File: config.mk
export PLATFORM = sky130hd
export DESIGN_NAME = ckl_ram
export DESIGN_NICKNAME = d
export VERILOG_FILES = /design/src/design/color_keyed_layer_compositor_assert.svh /design/src/design/ckl_ram.sv
export SDC_FILE = /design/constraint.sdc
export NUM_CORES = 1
export LEC_CHECK = 0
export BUFFER_PORTS_ARGS = -buffer_cell sky130_fd_sc_hd__buf_4
export CAP_MARGIN = 15
export CORE_MARGIN = 3
export CORE_UTILIZATION = 60
export CTS_BUF_LIST = sky130_fd_sc_hd__clkbuf_8
export CTS_CLUSTER_SIZE = 28
export DETAILED_ROUTE_END_ITERATION = 10
export PLACE_DENSITY = 0.76
export SYNTH_ARGS = -nofsm -noshare
export SYNTH_HDL_FRONTEND = slang
export SYNTH_SLANG_ARGS = --single-unit
File: constraint.sdc
create_clock -name clk -period 2.3 [get_ports clk]
set_input_delay 0.345 -clock clk [delete_from_list [all_inputs] [get_ports clk]]
set_output_delay 0.345 -clock clk [all_outputs]
set_load 0.005 [all_outputs]
File: src/design/color_keyed_layer_compositor_assert.svh
// assertion macros for the color keyed layer compositor
// sampled on clk, disabled while rst_n is low
`ifndef COLOR_KEYED_LAYER_COMPOSITOR_ASSERT_SVH
`define COLOR_KEYED_LAYER_COMPOSITOR_ASSERT_SVH

// same-cycle implication
`define CKL_ASSERT_IMPL(lbl, ante, cons, msg) \
  lbl: assert property (@(posedge clk) disable iff (!rst_n) (ante) |-> (cons)) \
    else $error(msg);

// next-cycle implication
`define CKL_ASSERT_NEXT(lbl, ante, cons, msg) \
  lbl: assert property (@(posedge clk) disable iff (!rst_n) (ante) |=> (cons)) \
    else $error(msg);

`endif

File: src/design/ckl_ram.sv
// generic single-write, single-read RAM with registered read data
// no dependencies
module ckl_ram #(
  parameter int WIDTH = 8,
  parameter int DEPTH = 16
) (
  input  logic                                    clk,
  input  logic                                    we,
  input  logic [((DEPTH > 1) ? $clog2(DEPTH) : 1)-1:0] waddr,
  input  logic [WIDTH-1:0]                        wdata,
  input  logic                                    re,
  input  logic [((DEPTH > 1) ? $clog2(DEPTH) : 1)-1:0] raddr,
  output logic [WIDTH-1:0]                        rdata
);

  logic [WIDTH-1:0] mem [DEPTH];
  logic [WIDTH-1:0] rdata_r;

  always_ff @(posedge clk) begin
    if (we) begin
      mem[waddr] <= wdata;
    end
    // read data holds while re is low
    if (re) begin
      rdata_r <= mem[raddr];
    end
  end

  assign rdata = rdata_r;

endmodule

==> reports/metrics.cfg <==
[timing]
clock.fmax_mhz = 670.1
skew_ps = 7.030
tns_ps = 0
worst_slew_pin_slew_ps = 686.9
fin_ws_ps = 807.6
min_period_over_period_pct = 64.89
rsz0062_at_grt = no
hold_violations = 0
slew_violations = 0
fin_crit_ps = 1492
setup_viol = 0
slew_headroom_pct = 54.11

[worst_hold_path]
hold_path.class = in2reg

[grt]
grt_max_degree = 33
grt_util_all_layers_pct = 20.38
grt_pass1_vias = 2523
antenna_found_initial = 0
grt_overflow_total = 0
grt_pass1_wl_mm = 14.27

[drt]
wl_per_cell_um = 22.36
drcViolationCount = 0
dr.pass1.iters = 4
ant_nets = 0
initialDrtViolationCount = 203
vias = 2407
wirelength_mm = 8.920
vias_per_cell = 6.033

[layout]
antenna_cells = 0
nFillCells = 496
drive_above_1_share_pct = 31.63
areaGrowthSynthToFinish_pct = 15.39
final_nets = 301

[logic_synthesis]
syn_inst = 229
synth-edff-count = 136
synth.distinct_cells = 18
syn_area_mm2 = 0.005228
syn_nets = 248
synth_top_area_share_pct = 78.12
ys_seq_area_share_pct = 78.12
async_flop_share_pct = 0
synth_largest_area_cell = edfxtp_1
ys.warnings.count = 0
synth-seq-cells = 136
yosys-top-cells-area = edfxtp_1 (78%), mux4_2 (7.8%), mux4_1 (7.0%)
yosys_most_used_dff = edfxtp_1
avgSynthCellArea_um2 = 22.83

[die]
core_area_mm2 = 0.008341
ios = 27
die_area_mm2 = 0.009868
start_util_pct = 62.68
die_y_um = 99.34
die_w_um = 99.34
row_count = 33

[clock_network]
insertion_delay_ps = 420
cts_buffer_depth = 2
cts_resized = 0
cts.reportedPaths.clkPinSlew_ps = 70
hold_buffers = 0
h-tree-depth = 4
cts.sinks = 136
tritoncts = done
post_cts_buffers = 0
root_buffer = clkbuf_8
cts_made_buffers = 17

[run]
drv_cap = 0

[critical_path]
worstSetupEndpointType = flip-flop
worstPathArrival_ps = 1660
path_max_fanout = 1
crit_type = reg2reg
cp-start-kind = flip-flop
worstPathRequired_ps = 2470

[power_and_ir_drop]
power_density_mw_per_mm2 = 841.8
ir_drop_uv = 359.6
total_leakage_power_nw = 2.032
total_power_mw = 5.078

[placed_design]
gp_congestion = 0.7185
preCtsSetupSlack_ps = 392.5
portBuffers = 26
dpl.hpwl_mm = 5.805

[run_status]
outcome = complete, no violations

## placed cells by master, fill, tap and decap left out
master,n
edfxtp_1,136
buf_4,43
mux4_2,18
clkbuf_8,17
a22oi_1,16
mux4_1,14
nor2_1,13
nand2_1,9
nor3_1,4
clkinvlp_4,4
clkinv_2,4
bufinv_16,4
nand3b_1,2
nand2b_1,2
nor2b_1,1
and2_1,1
and2b_1,1
nand3_1,1
or3b_2,1
clkinv_4,1
clkinv_1,1
buf_12,1
## worst paths after layout
check | startpoint | end | slack, ps | cells past startpoint
setup / recovery | mem[1][2]$_DFFE_PP_ | rdata[2]$_DFFE_PP_ | 810 | 3
setup reg to reg | mem[1][2]$_DFFE_PP_ | rdata[2]$_DFFE_PP_ | 810 | 3
hold reg to reg | mem[8][1]$_DFFE_PP_ | rdata[1]$_DFFE_PP_ | 770 | 3
hold / removal | re | rdata[2]$_DFFE_PP_ | 220 | 1
## layer usage
layer  vias to the layer above  share of wire (%)  global-route usage (%)
li1                       1085                  -                       -
met1                      1220                 43                   29.38
met2                        90                 50                   29.70
met3                        12                6.3                   6.732
met4                         0                1.5                   7.773
met5                         -                  0                       0
## flip-flops by register name, indices dropped and copies added, names as in the netlist
name,flops
mem,128
rdata,8
## per-stage QoR
step | hold slack, ps | instances | util (%) | instance area (um2)
finish | 221.9 | 399 | 72.32 | 6032
detailed placement | 656.7 | 368 | 67.33 | 5615
global route | 195.4 | 399 | 72.32 | 6032
floorplan | 443.9 | 229 | - | 5228
global placement | 648.0 | 368 | 67.33 | 5615
CTS | 199.0 | 399 | 72.32 | 6032
## synth_stat cells, types with 2 or more instances
| master | n |
|---|---|
| clkdlybuf4s25_2 | 3 |
| buf_6 | 3 |
| nand3b_1 | 2 |
| nand2_1 | 9 |
| a22oi_1 | 16 |
| nor2_1 | 13 |
| nor3_1 | 4 |
| mux4_2 | 18 |
| mux4_1 | 14 |
| buf_2 | 3 |
| edfxtp_1 | 136 |
| nand2b_1 | 2 |
## final cells by class
| class | count | area, um2 | area share (%) |
|---|---|---|---|
| clock buffers | 17 | 234.0 | 3.879 |
| clock inverters | 14 | 182.7 | 3.028 |
| multi-input cells | 83 | 1057 | 17.53 |
| flip-flops and latches | 136 | 4084 | 67.70 |
| well taps | 105 | 131.4 | 2.178 |
| repair buffers | 44 | 342.8 | 5.683 |
## critical path: stages (launching register included)
cell	delay (ps)
edfxtp_1	360
mux4_1	510
a22oi_1	250
nand2_1	120
## power by group
group | switching (mW) | internal [mW] | total [mW]
Clock | 0.853 | 1.16 | 2.02
Sequential | 0.0155 | 2.79 | 2.81
Combinational | 0.136 | 0.121 | 0.257
Total | 1.00 | 4.07 | 5.08
## logic make-up after synthesis
kind of cell / count (synthesis) / share of synthesized area, %
simple gates: 35 / 3.136
mux: 32 / 14.79
flops: 136 / 78.12
buf+inv: 10 / 1.651
compound gates: 16 / 2.298
(Power assumes the default switching activity.)
